### src/rtl/core/rtfpte_pkg.sv
// types, constants and lookup functions shared by the rtf text extractor
// no dependencies
package rtfpte_pkg;

  typedef struct packed {
    logic [15:0] in_char;
    logic        end_of_document;
  } rtfpte_in_t;

  typedef struct packed {
    logic [15:0] text_char;
    logic        last_of_run;
  } rtfpte_out_t;

  typedef enum logic [2:0] {
    PH_TEXT  = 3'd0,
    PH_SLASH = 3'd1,
    PH_WORD  = 3'd2,
    PH_PARAM = 3'd3,
    PH_HEX1  = 3'd4,
    PH_HEX2  = 3'd5
  } phase_e;

  typedef enum logic {
    ST_IDLE = 1'b0,
    ST_EXEC = 1'b1
  } ctrl_e;

  // group entry bits
  localparam int GS_IGN  = 9;
  localparam int GS_SEEN = 8;
  localparam logic [9:0] GS_RESET = 10'h001;

  localparam logic [31:0] MAG_CLAMP = 32'h8000_0001;

  // known words: skip destinations first, then line words, tab, uc, u
  localparam int KW_NUM     = 20;
  localparam int KW_MAXLEN  = 18;
  localparam int KW_SKIP_LO = 0;
  localparam int KW_SKIP_HI = 11;
  localparam int KW_LINE_LO = 12;
  localparam int KW_LINE_HI = 16;
  localparam int KW_TAB     = 17;
  localparam int KW_UC      = 18;
  localparam int KW_U       = 19;

  localparam logic [8*KW_MAXLEN-1:0] KW_STR [KW_NUM] = '{
    "fonttbl", "colortbl", "stylesheet", "info", "pict", "generator",
    "themedata", "colorschememapping", "listtable", "listoverridetable",
    "rsidtbl", "latentstyles", "par", "line", "sect", "cell", "row",
    "tab", "uc", "u"
  };
  localparam int KW_LEN [KW_NUM] = '{
    7, 8, 10, 4, 4, 9, 9, 18, 9, 17, 7, 12, 3, 4, 4, 4, 3, 3, 2, 1
  };

  // advance the prefix match vector by one letter at position pos
  function automatic logic [KW_NUM-1:0] kw_step(logic [KW_NUM-1:0] m, int pos,
                                                logic [15:0] c);
    logic [KW_NUM-1:0] r;
    r = '0;
    for (int w = 0; w < KW_NUM; w++) begin
      if (m[w] && pos < KW_LEN[w]) begin
        r[w] = (KW_STR[w][8*(KW_LEN[w]-1-pos) +: 8] == c[7:0]) && (c[15:8] == 8'h00);
      end
    end
    return r;
  endfunction

  function automatic logic [KW_NUM-1:0] kw_hits(logic [KW_NUM-1:0] m, int len);
    logic [KW_NUM-1:0] r;
    for (int w = 0; w < KW_NUM; w++) begin
      r[w] = m[w] && (len == KW_LEN[w]);
    end
    return r;
  endfunction

  function automatic logic is_alpha(logic [15:0] c);
    return (c >= 16'h61 && c <= 16'h7A) || (c >= 16'h41 && c <= 16'h5A);
  endfunction

  function automatic logic is_digit(logic [15:0] c);
    return c >= 16'h30 && c <= 16'h39;
  endfunction

  // bit 4 set when c is a hex digit
  function automatic logic [4:0] hex_val(logic [15:0] c);
    logic [4:0] r;
    r = 5'd0;
    if (c >= 16'h30 && c <= 16'h39) r = {1'b1, 4'(c - 16'h30)};
    else if (c >= 16'h61 && c <= 16'h66) r = {1'b1, 4'(c - 16'h57)};
    else if (c >= 16'h41 && c <= 16'h46) r = {1'b1, 4'(c - 16'h37)};
    return r;
  endfunction

  function automatic logic [15:0] cp1252(logic [7:0] b);
    logic [15:0] r;
    r = {8'h00, b};
    if (b[7:5] == 3'b100) begin
      case (b[4:0])
        5'h00: r = 16'h20AC; 5'h01: r = 16'h0081; 5'h02: r = 16'h201A;
        5'h03: r = 16'h0192; 5'h04: r = 16'h201E; 5'h05: r = 16'h2026;
        5'h06: r = 16'h2020; 5'h07: r = 16'h2021; 5'h08: r = 16'h02C6;
        5'h09: r = 16'h2030; 5'h0A: r = 16'h0160; 5'h0B: r = 16'h2039;
        5'h0C: r = 16'h0152; 5'h0D: r = 16'h008D; 5'h0E: r = 16'h017D;
        5'h0F: r = 16'h008F; 5'h10: r = 16'h0090; 5'h11: r = 16'h2018;
        5'h12: r = 16'h2019; 5'h13: r = 16'h201C; 5'h14: r = 16'h201D;
        5'h15: r = 16'h2022; 5'h16: r = 16'h2013; 5'h17: r = 16'h2014;
        5'h18: r = 16'h02DC; 5'h19: r = 16'h2122; 5'h1A: r = 16'h0161;
        5'h1B: r = 16'h203A; 5'h1C: r = 16'h0153; 5'h1D: r = 16'h009D;
        5'h1E: r = 16'h017E; default: r = 16'h0178;
      endcase
    end
    return r;
  endfunction

endpackage

### src/rtl/core/rtf_plain_text_extractor.sv
// rtf plain text extractor top level: lexer, group stack memory, output queue
// depends on rtfpte_pkg
//
// channel  dir  handshake                 payload
// in       in   in_valid_i / in_stall_o   in_data_i  (rtfpte_in_t)
// out      out  out_valid_o / out_stall_i out_data_o (rtfpte_out_t)
//
// each code unit passes through two states: accept (stack read issued) and execute
// (read data used, entry written back); the registered stack memory read sets this
// up to two characters per unit go into a four-entry output queue
// in_stall_o is high in the execute cycle and while the queue lacks room for two
// reset clears control state; the stack memory needs no clearing since an entry
// below the top is always pushed before it is popped
module rtf_plain_text_extractor
  import rtfpte_pkg::*;
#(
  parameter int MAX_GROUP_DEPTH = 32,
  parameter int MAX_KEYWORD_LEN = 32
) (
  input  logic        clk_i,
  input  logic        rst_ni,
  input  logic        in_valid_i,
  output logic        in_stall_o,
  input  rtfpte_in_t  in_data_i,
  output logic        out_valid_o,
  input  logic        out_stall_i,
  output rtfpte_out_t out_data_o
);

  localparam int DW  = (MAX_GROUP_DEPTH > 2) ? $clog2(MAX_GROUP_DEPTH) : 1;
  localparam int KLW = $clog2(MAX_KEYWORD_LEN + 1);

  ctrl_e state_q, state_d;
  rtfpte_in_t item_q;
  logic in_acc, out_pop;

  logic [9:0] gs_mem [MAX_GROUP_DEPTH];
  logic [9:0] rd_q;
  logic       wr_en;
  logic [DW-1:0] wr_addr;
  logic [9:0] wr_data;

  logic [9:0]        top_q, top_d;
  logic [DW-1:0]     depth_q, depth_d;
  logic [15:0]       ovf_q, ovf_d;
  phase_e            phase_q, phase_d;
  logic [KLW-1:0]    klen_q, klen_d;
  logic [KW_NUM-1:0] match_q, match_d;
  logic [31:0]       pval_q, pval_d;
  logic [1:0]        pflag_q, pflag_d;
  logic [4:0]        hex_q, hex_d;
  logic [7:0]        skip_q, skip_d;

  // output queue
  rtfpte_out_t fifo_q [4];
  logic [1:0]  rd_ptr_q, wr_ptr_q;
  logic [2:0]  cnt_q;
  logic [1:0]  n_res;
  logic [15:0] ch0, ch1;

  assign in_acc  = in_valid_i && !in_stall_o;
  assign out_pop = out_valid_o && !out_stall_i;

  // control
  always_comb begin
    state_d = state_q;
    unique case (state_q)
      ST_IDLE: if (in_acc) state_d = ST_EXEC;
      ST_EXEC: state_d = ST_IDLE;
      default: state_d = ST_IDLE;
    endcase
  end

  always_comb begin
    in_stall_o = 1'b1;
    unique case (state_q)
      ST_IDLE: in_stall_o = (cnt_q > 3'd2);
      ST_EXEC: in_stall_o = 1'b1;
      default: in_stall_o = 1'b1;
    endcase
  end

  always_ff @(posedge clk_i or negedge rst_ni) begin
    if (!rst_ni) state_q <= ST_IDLE;
    else state_q <= state_d;
  end

  // stack memory: entries below the top, top lives in top_q
  always_ff @(posedge clk_i) begin
    if (wr_en) gs_mem[wr_addr] <= wr_data;
    if (in_acc) rd_q <= gs_mem[DW'(depth_q - 1'b1)];
    if (in_acc) item_q <= in_data_i;
  end

  // execute: lexer step on the accepted unit
  logic [15:0] c;
  logic        eod, first, has, neg, pnonneg, in_range;
  logic [KW_NUM-1:0] hits;
  logic [7:0]  ucval;
  logic [15:0] u16;
  logic [35:0] ptmp;
  logic [4:0]  hv;
  logic [DW:0] depth_inc;
  logic        do_fin;

  always_comb begin
    top_d = top_q; depth_d = depth_q; ovf_d = ovf_q; phase_d = phase_q;
    klen_d = klen_q; match_d = match_q; pval_d = pval_q; pflag_d = pflag_q;
    hex_d = hex_q; skip_d = skip_q;
    wr_en = 1'b0; wr_addr = depth_q; wr_data = top_q;
    n_res = 2'd0; ch0 = 16'h0; ch1 = 16'h0;
    c = item_q.in_char; eod = item_q.end_of_document;
    first = 1'b0; has = 1'b0; neg = 1'b0; pnonneg = 1'b0; in_range = 1'b0;
    hits = '0; ucval = 8'h0; u16 = 16'h0; ptmp = '0; hv = '0; depth_inc = '0;
    do_fin = 1'b0;

    if (state_q == ST_EXEC) begin
      for (int pass = 0; pass < 3; pass++) begin
        // pass 0: lexer, pass 1: delimiter as plain text, pass 2: end flush
        if (pass == 0) begin
          case (phase_q)
            PH_SLASH: begin
              if (is_alpha(c)) begin
                match_d = kw_step('1, 0, c);
                klen_d = KLW'(1);
                phase_d = PH_WORD;
              end else begin
                phase_d = PH_TEXT;
                if (c == 16'h27) begin
                  phase_d = PH_HEX1;
                end else if (c == 16'h2A) begin
                  if (!top_d[GS_SEEN]) begin
                    top_d[GS_SEEN] = 1'b1;
                    top_d[GS_IGN] = 1'b1;
                  end
                end else begin
                  top_d[GS_SEEN] = 1'b1;
                  if (skip_d != 8'd0) begin
                    skip_d = skip_d - 8'd1;
                  end else if (!top_d[GS_IGN]) begin
                    if (c == 16'h5C || c == 16'h7B || c == 16'h7D) begin
                      ch0 = c; n_res = 2'd1;
                    end else if (c == 16'h7E) begin
                      ch0 = 16'h20; n_res = 2'd1;
                    end else if (c == 16'h5F) begin
                      ch0 = 16'h2D; n_res = 2'd1;
                    end
                  end
                end
              end
            end
            PH_WORD: begin
              if (is_alpha(c)) begin
                if (int'(klen_d) < MAX_KEYWORD_LEN) begin
                  match_d = kw_step(match_d, int'(klen_d), c);
                  klen_d = klen_d + 1'b1;
                end
              end else if (c == 16'h2D) begin
                pflag_d = 2'b11;
                phase_d = PH_PARAM;
              end else if (is_digit(c)) begin
                pflag_d = 2'b01;
                pval_d = {28'h0, c[3:0]};
                phase_d = PH_PARAM;
              end else begin
                do_fin = 1'b1;
              end
            end
            PH_PARAM: begin
              if (is_digit(c)) begin
                ptmp = {pval_d, 3'b000} + {3'b000, pval_d, 1'b0} + {32'h0, c[3:0]};
                pval_d = (ptmp > {4'h0, MAG_CLAMP}) ? MAG_CLAMP : ptmp[31:0];
              end else begin
                do_fin = 1'b1;
              end
            end
            PH_HEX1: begin
              hex_d = hex_val(c);
              phase_d = PH_HEX2;
            end
            PH_HEX2: begin
              hv = hex_val(c);
              phase_d = PH_TEXT;
              if (hex_q[4] && hv[4]) begin
                if (skip_d != 8'd0) skip_d = skip_d - 8'd1;
                else if (!top_d[GS_IGN]) begin
                  ch0 = cp1252({hex_q[3:0], hv[3:0]}); n_res = 2'd1;
                end
              end
              hex_d = 5'd0;
            end
            default: phase_d = PH_TEXT;
          endcase
        end else if (pass == 2) begin
          do_fin = eod && (phase_d == PH_WORD || phase_d == PH_PARAM);
        end

        // finishing a control word
        if (pass != 1 && do_fin) begin
          hits = kw_hits(match_d, int'(klen_d));
          has = pflag_d[0];
          neg = pflag_d[1];
          pnonneg = !neg || (pval_d == 32'h0) || (pval_d > 32'h8000_0000);
          in_range = !pval_d[31];
          ucval = (neg || !in_range) ? 8'h00 :
                  ((pval_d > 32'd255) ? 8'hFF : pval_d[7:0]);
          if (neg) u16 = (pval_d > 32'h8000_0000) ? 16'h0 : 16'(16'h0 - pval_d[15:0]);
          else u16 = in_range ? pval_d[15:0] : 16'h0;
          first = !top_d[GS_SEEN];
          top_d[GS_SEEN] = 1'b1;
          if (first && (|hits[KW_SKIP_HI:KW_SKIP_LO])) top_d[GS_IGN] = 1'b1;
          if (skip_d != 8'd0) begin
            skip_d = skip_d - 8'd1;
          end else if (hits[KW_UC]) begin
            if (has && pnonneg) top_d[7:0] = ucval;
          end else if (hits[KW_U]) begin
            if (!top_d[GS_IGN] && has) begin
              if (n_res == 2'd0) ch0 = u16; else ch1 = u16;
              n_res = n_res + 2'd1;
            end
            skip_d = top_d[7:0];
          end else if (!top_d[GS_IGN]) begin
            if (|hits[KW_LINE_HI:KW_LINE_LO]) begin
              if (n_res == 2'd0) ch0 = 16'h0A; else ch1 = 16'h0A;
              n_res = n_res + 2'd1;
            end else if (hits[KW_TAB]) begin
              if (n_res == 2'd0) ch0 = 16'h09; else ch1 = 16'h09;
              n_res = n_res + 2'd1;
            end
          end
          phase_d = PH_TEXT; klen_d = '0; pval_d = '0; pflag_d = '0; match_d = '1;
        end

        // plain text unit: normal text phase, or the delimiter after a word
        if ((pass == 0 && phase_q == PH_TEXT) ||
            (pass == 1 && do_fin && c != 16'h20)) begin
          depth_inc = {1'b0, depth_d} + 1'b1;
          if (c == 16'h7B) begin
            if (int'(depth_inc) < MAX_GROUP_DEPTH) begin
              wr_en = 1'b1; wr_addr = depth_d; wr_data = top_d;
              top_d[GS_SEEN] = 1'b0;
              depth_d = depth_inc[DW-1:0];
            end else if (ovf_d != 16'hFFFF) begin
              ovf_d = ovf_d + 16'd1;
            end
            skip_d = 8'd0;
          end else if (c == 16'h7D) begin
            if (ovf_d != 16'd0) ovf_d = ovf_d - 16'd1;
            else if (depth_d != '0) begin
              depth_d = depth_d - 1'b1;
              top_d = rd_q;
            end
            skip_d = 8'd0;
          end else if (c == 16'h5C) begin
            phase_d = PH_SLASH;
          end else if (c == 16'h0D || c == 16'h0A) begin
            phase_d = phase_d;
          end else if (skip_d != 8'd0) begin
            skip_d = skip_d - 8'd1;
          end else if (!top_d[GS_IGN]) begin
            top_d[GS_SEEN] = 1'b1;
            if (n_res == 2'd0) ch0 = c; else ch1 = c;
            n_res = n_res + 2'd1;
          end
        end
        if (pass == 1) do_fin = 1'b0;
      end

      if (eod) begin
        top_d = GS_RESET; depth_d = '0; ovf_d = '0; hex_d = '0; skip_d = '0;
        phase_d = PH_TEXT; klen_d = '0; pval_d = '0; pflag_d = '0; match_d = '1;
      end
    end
  end

  always_ff @(posedge clk_i or negedge rst_ni) begin
    if (!rst_ni) begin
      top_q <= GS_RESET; depth_q <= '0; ovf_q <= '0; phase_q <= PH_TEXT;
      klen_q <= '0; match_q <= '1; pval_q <= '0; pflag_q <= '0;
      hex_q <= '0; skip_q <= '0;
    end else begin
      top_q <= top_d; depth_q <= depth_d; ovf_q <= ovf_d; phase_q <= phase_d;
      klen_q <= klen_d; match_q <= match_d; pval_q <= pval_d; pflag_q <= pflag_d;
      hex_q <= hex_d; skip_q <= skip_d;
    end
  end

  // output queue, up to two writes per cycle
  always_ff @(posedge clk_i) begin
    if (n_res != 2'd0) fifo_q[wr_ptr_q] <= '{text_char: ch0, last_of_run: n_res == 2'd1};
    if (n_res == 2'd2) fifo_q[wr_ptr_q + 2'd1] <= '{text_char: ch1, last_of_run: 1'b1};
  end

  always_ff @(posedge clk_i or negedge rst_ni) begin
    if (!rst_ni) begin
      rd_ptr_q <= '0; wr_ptr_q <= '0; cnt_q <= '0;
    end else begin
      wr_ptr_q <= wr_ptr_q + n_res;
      if (out_pop) rd_ptr_q <= rd_ptr_q + 2'd1;
      cnt_q <= cnt_q + {1'b0, n_res} - {2'b00, out_pop};
    end
  end

  assign out_valid_o = (cnt_q != 3'd0);
  assign out_data_o  = fifo_q[rd_ptr_q];

endmodule

### config.mk
export PLATFORM = sky130hd
export DESIGN_NAME = rtf_plain_text_extractor
export DESIGN_NICKNAME = d
export VERILOG_FILES = /design/src/rtl/core/rtfpte_pkg.sv /design/src/rtl/core/rtf_plain_text_extractor.sv
export SDC_FILE = /design/constraint.sdc
export NUM_CORES = 2
export LEC_CHECK = 0
export ABC_AREA = 1
export ABC_CLOCK_PERIOD_IN_PS = 7300
export BUFFER_PORTS_ARGS = -buffer_cell sky130_fd_sc_hd__buf_2
export CAP_MARGIN = 0
export CORE_ASPECT_RATIO = 1.4
export CORE_UTILIZATION = 57
export CTS_CLUSTER_DIAMETER = 150
export DETAILED_ROUTE_END_ITERATION = 12
export HOLD_SLACK_MARGIN = 0.06
export PLACE_DENSITY_LB_ADDON = 0.08
export SYNTH_ARGS = -nofsm -noshare
export SYNTH_HDL_FRONTEND = slang
export SYNTH_SLANG_ARGS = --single-unit
### constraint.sdc
create_clock -name clk_i -period 7.3 [get_ports clk_i]
set_input_delay 0.73 -clock clk_i [delete_from_list [all_inputs] [get_ports clk_i]]
set_output_delay 0.73 -clock clk_i [all_outputs]
set_load 0.05 [all_outputs]
* Yosys cells after proc, flatten, opt, wreduce, memory -nomap -nowiden
Memory sizes are Yosys's and may differ from the RTL's. A register that Yosys moved wholly into a read port is not among the register bits. Cells that the tools add are included.
Word-level totals: bits in registers 132, bits in writable memories 388, bits in read-only memories 352, bits of input ports 21, output and inout bits 19, logic and storage cells 713, memories kept 3
Memories:
- (name not given) | depth 32, bits a word 11, rd ports 1, clocked after Yosys merged registers in 0, write ports 0, RTL line rtfpte_pkg.sv:100 | case (b[4:0])
- gs_mem | depth 32, bits a word 10, rd ports 1, clocked after Yosys merged registers in 1, write ports 1, RTL line rtf_plain_text_extractor.sv:37 | logic [9:0] gs_mem [MAX_GROUP_DEPTH];
- fifo_q | depth 4, bits a word 17, rd ports 1, clocked after Yosys merged registers in 0, write ports 2, RTL line rtf_plain_text_extractor.sv:55 | rtfpte_out_t fifo_q [4];
Operators by class: add/subtract/negate cells 41, magnitude comparators 28, equality and inequality tests 75, shifts and indexed selects 20, muxes and demuxes 379, bitwise operators 1, reductions and logical operators 150
Operators with widths (count):
- $shiftx 144x10->8 const A | 20
- $mux 16 | 108
- $mux 8 | 44
- $mux 32 | 10
- $mux 10 | 19
- $eq 8x8->1 | 20
- $mux 20 | 8
- $mux 5 | 24
- $logic_and 1x1->1 | 106
- $mux 2 | 49
- $eq 16x7->1 const B | 5
- $eq 7x8->1 const A | 10
- $mux 1 | 76
- $gt 32x32->1 const B | 2
- $gt 32x8->1 const B | 2
- $le 16x7->1 const B | 4
- $logic_not 32->1 | 2
- $pmux 32 s2 | 1
- $mux 6 | 10
- $mux 3 | 17
- $eq 16x6->1 const B | 3
- $eq 6x5->1 const B | 8
- $pmux 20 s2 | 1
- $reduce_bool 8->1 | 5
- 63 further kinds | 140

* Depth between registers and ports, before layout
word-level depth 53, depth in mapped cells 58, gate-level depth less buffers 56

* Least setup slack after synthesis
No wires, ideal clock.
path type register to register, start register item_q, in the netlist c[3], end memory gs_mem[0][6] (data pin), setup time 0.467 ns, data arrival time 6.943 ns, data required time 6.833 ns, setup slack -0.110 ns, stages on the path, launching flop included 42, period minus slack after synthesis 7.410 ns, cells stage by stage edfxtp_1 fa_1 inv_1 fa_1 o21ai_1 nand2_1 nand2_1 nand2_1 nand2_1 nand2_1 nand3_1 nand2_1 nor2_1 nand2_1 nor2_1 inv_1 a21oi_1 nand3_1 [6 not listed] o21ai_1 ha_1 nand2_1 nor2_1 nand2_1 nor2_1 nand2_1 nand2_1 nand3_1 nand2_1 inv_1 nand2_1 inv_1 nand2_1 o21ai_0 o21ai_0 nor2_1 o31ai_1
Between the ends: longest elaborated chain between the ends 26, elaborated cells on any way between the ends 103
RTL lines:
- start, declared | RTL line rtf_plain_text_extractor.sv:34 | rtfpte_in_t item_q;
- start signal, assigned | RTL line rtf_plain_text_extractor.sv:92 | if (in_acc) item_q <= in_data_i;
- branches (longest 24 deep; another with $add 36x4->36)
- $mux 10 (*) | RTL line rtf_plain_text_extractor.sv:235 | if ((pass == 0 && phase_q == PH_TEXT) ||
- $mux 10 (*) | RTL line rtf_plain_text_extractor.sv:117 | if (state_q == ST_EXEC) begin
- via wr_data[6] | RTL line rtf_plain_text_extractor.sv:41 | logic [9:0] wr_data;
- end, declared | RTL line rtf_plain_text_extractor.sv:37
Mark *: on every way through the listed nets, which the timed path passes. The select of a mux whose other input is x is not followed.

==> summary.md <==
| Metric | Value |
|---|---|
| Pre-CTS setup slack | `-0.2838 ns` |
| Die footprint | `0.06978 mm²` |
| Initial Util | `0.5771` |
| CP max-delay cell | `edfxtp_1` |
| Startpoint Class | `flip-flop` |
| Main synth FF type | `edfxtp_1` |
| Largest fanout on the critical path | `9` |
| Syn avg cell area | `7.427 µm²` |
| Cts hold-fix bufs | `0` |
| Io pins | `40` |
| Cell count after synthesis | `5273` |
| Post-Layout Cell Count | `6411` |
| ANT nets after route | `0` |
| Yosys reg bits | `530` |
| Final Hold Slack | `0.06268 ns` |
| Critical Path End | `fifo_q[0][16]$_DFFE_PP_` |
| HP Class | `in2async` |
| Via/cell ratio | `6.219` |
| Worst-skew pair later-pin latency | `0.66 ns` |
| Clock power frac | `0.280` |
| Critical path's most frequent cell | `nand2_1` |
| Finished Cell Area | `0.04448 mm²` |
| 1st-pass router iterations | `6` |
| Initial DRC Count | `3994` |
| PwrDens | `224.4 mW/mm²` |
| Die H | `312.2 µm` |
| Switching share of power | `0.3860` |
| Design Power | `9.983 mW` |
| Routability cong. | `1.092` |
| CTS tree | `done` |
| IO buf count | `39` |
| Hold Fails Final Rpt | `0` |
| Ys Warns | `0` |
| Crit-path max cell delay | `0.45 ns` |
| Dpl hpwl | `109800 µm` |
| Layout cells sized above 1 | `0.1323` |
| Top Family by Delay on Critical Path | `simple AND/OR/NAND/NOR gates` |
| Routed len/inst | `22.94 µm` |
| CTS Buf Count | `52` |
| Area share of the largest cell type after synthesis | `0.3151` |
| Worst R2R Start | `c[0]$_DFFE_PP_` |
| Synthesized area | `0.03916 mm²` |
| R2R Setup Slk | `0.26 ns` |
| Fin crit share | `0.9646` |
| Worst setup EP type | `flip-flop` |
| Top cell type by total area after synthesis | `edfxtp_1` |
| CTS H-Tree Depth | `2` |
| P&R area growth vs syn | `13.58%` |
| FILL cells | `6005` |
| Synth unique cells | `79` |
| Nets | `5650` |
| Sw power | `3.854 mW` |
| Crit path depth | `51` |
| Initial antenna violation count | `5` |
| Internal cell power | `6.129 mW` |
| Vias | `39870` |
| Global-route wire length before repair | `220800 µm` |
| Largest net degree at the start of global routing | `82` |
| Final setup vio count | `0` |
| Crit. Startpoint | `c[0]$_DFFE_PP_` |
| Number of buffers and inverters on the critical path | `12` |
| Synth area leaders | `edfxtp_1 (32%), nand2_1 (11%), nor2_1 (6.7%)` |
| VDD IR max | `0.0003509 V` |
| Clk_skew | `0.04570 ns` |
| Tot GR Track Use | `0.4143` |
| Post-synth ARST share | `0.2170` |
| Final WS setup | `0.2587 ns` |
| CP arrival | `7.42 ns` |
| RSZ-0062 raised after global routing | `true` |
| Clk sinks | `530` |
| Tmin final | `7.041 ns` |
| Setup CP Type | `reg2reg` |
| Most frequent cells in the layout | `nand2_1 (1127), nor2_1 (683), inv_1 (527), o21ai_0 (429), edfxtp_1 (411)` |
| WL final | `147100 µm` |
| Number of global-route vias before repair | `37980` |
| Combinational power share | `0.358` |
| Failing checks | `max-capacitance violations, max-slew violations` |
| Commonest non-fill, non-tap cell in the layout | `nand2_1` |
| Required time of the worst setup path | `7.67 ns` |
| Clock root buffer | `clkbuf_16` |
| Clock transition at path regs | `0.07 ns` |
| Num rows | `113` |
| Drt drc | `0` |
| CTS max path bufs | `3` |
| Max Slew Vio Count | `3` |
| Global route total overflow | `0` |
| Core area | `0.06787 mm²` |
| Reg2reg end | `fifo_q[0][16]$_DFFE_PP_` |
| Max-cap viol count | `1` |
| R2R depth | `51` |
| Relative slew margins | `-0.01235` |
| Pin slew with the least headroom to its limit | `1.519 ns` |
| Pleak | `18.96 nW` |
| Dpl cell area | `0.04183 mm²` |
| Sequential power share | `0.362` |
| Proportion of synthesized chip area in sequential cells | `0.3913` |
| Placed Cells | `6265` |
| Max Freq | `142.0 MHz` |
| Post-synth EDFFs | `411` |
| Die width | `223.5 µm` |
| Run status | `finished, violations left` |
[kinds of logic after synthesis]
logic type               Yosys count  share of synthesized area
flip-flops                       530                     0.3913
AO/OA/AOI/OAI                   1079                     0.1651
AND/OR/NAND/NOR                 2570                     0.2831
adder cells (fa/ha/maj)          125                    0.04051
buffers and inverters            807                    0.08268
multiplexers                      30                   0.007668
XOR/XNOR                         131                    0.02949
other                              1                 0.00009575
[cell type report]
cell class | count | area (µm²) | share of cell area
well taps | 862 | 1079 | 0.02425
diodes | 3 | 7.507 | 0.0001688
flip-flops and latches | 530 | 15330 | 0.3447
clock buffers | 60 | 1353 | 0.03041
inverters | 596 | 2262 | 0.05085
clock inverters | 36 | 370.4 | 0.008326
multi-input cells | 3945 | 21180 | 0.4761
repair buffers | 379 | 2902 | 0.06523
[power by group through the flow]
stage	clock [mW]	combinational, mW	sequential (mW)
3_5_place_dp	0	3.25	3.68
3_3_place_gp	0	3.25	3.67
2_1_floorplan	0	2.16	3.64
4_1_cts	2.80	3.27	3.61
5_1_grt	2.90	3.83	3.63
6_report	2.79	3.57	3.61
[sequential cells by signal, summed over array words and instances, names as in the netlist, 3 cells and up]
register	count
match_q	20
gs_mem	320
top_q	10
klen_q	6
cnt_q	3
phase_q	3
skip_q	8
rd_q	10
hex_q	5
fifo_q	68
ovf_q	16
depth_q	5
c	16
pval_q	32
[metal layers]
metal	GRT usage	up-vias	wire length, µm
met3	0.07004	672	10540
met4	0.3543	4	14420
met5	0	-	27
met1	0.4487	18590	51260
li1	-	18590	-
met2	0.7039	2014	70840
[timing repair]
item,CTS,global route
cloned,0,0
pin swaps,0,39
buffers inserted,2,45
gates resized for setup,3,142
endpoints found under the setup margin,125,398
[worst min-delay path by stage]
stage / end / slack, ns
2_1_floorplan: fifo_q[1][0]$_SDFFE_PP1N_ / 0.42
3_3_place_gp: fifo_q[2][0]$_SDFFE_PP1N_ / 0.43
3_5_place_dp: fifo_q[2][0]$_SDFFE_PP1N_ / 0.45
4_1_cts: rd_ptr_q[1]$_DFFE_PN0P_ / 0.07
5_1_grt: cnt_q[2]$_DFF_PN0_ / 0.09
6_report: rd_ptr_q[1]$_DFFE_PN0P_ / 0.06
[metrics by stage]
step | TNS [ns] | util
floorplan | 0 | -
global placement | -5.953 | 0.6163
detailed placement | -21.91 | 0.6163
CTS | 0 | 0.6421
global route | -4.237 | 0.6554
finish | 0 | 0.6555
[Yosys cell counts, drive strengths merged, types with 9 or more instances]
| cell | number |
|---|---|
| nand4 | 82 |
| ha | 122 |
| a21oi | 193 |
| o41ai | 9 |
| o211ai | 60 |
| o221ai | 43 |
| dfrtp | 94 |
| nor2 | 736 |
| o2111ai | 13 |
| clkbuf | 134 |
| nand3b | 12 |
| o21ai | 481 |
| nor3 | 104 |
| edfxtp | 411 |
| nor4 | 28 |
| o22ai | 106 |
| or2 | 10 |
| clkinv | 21 |
| mux2i | 30 |
| xnor2 | 14 |
| o31ai | 18 |
| nand2 | 1178 |
| inv | 575 |
| nand3 | 413 |
| dfstp | 21 |
| xor2 | 117 |
| buf | 77 |
| a211oi | 10 |
| a31oi | 37 |
| o32ai | 52 |
Power figures use the tool's default switching activity.
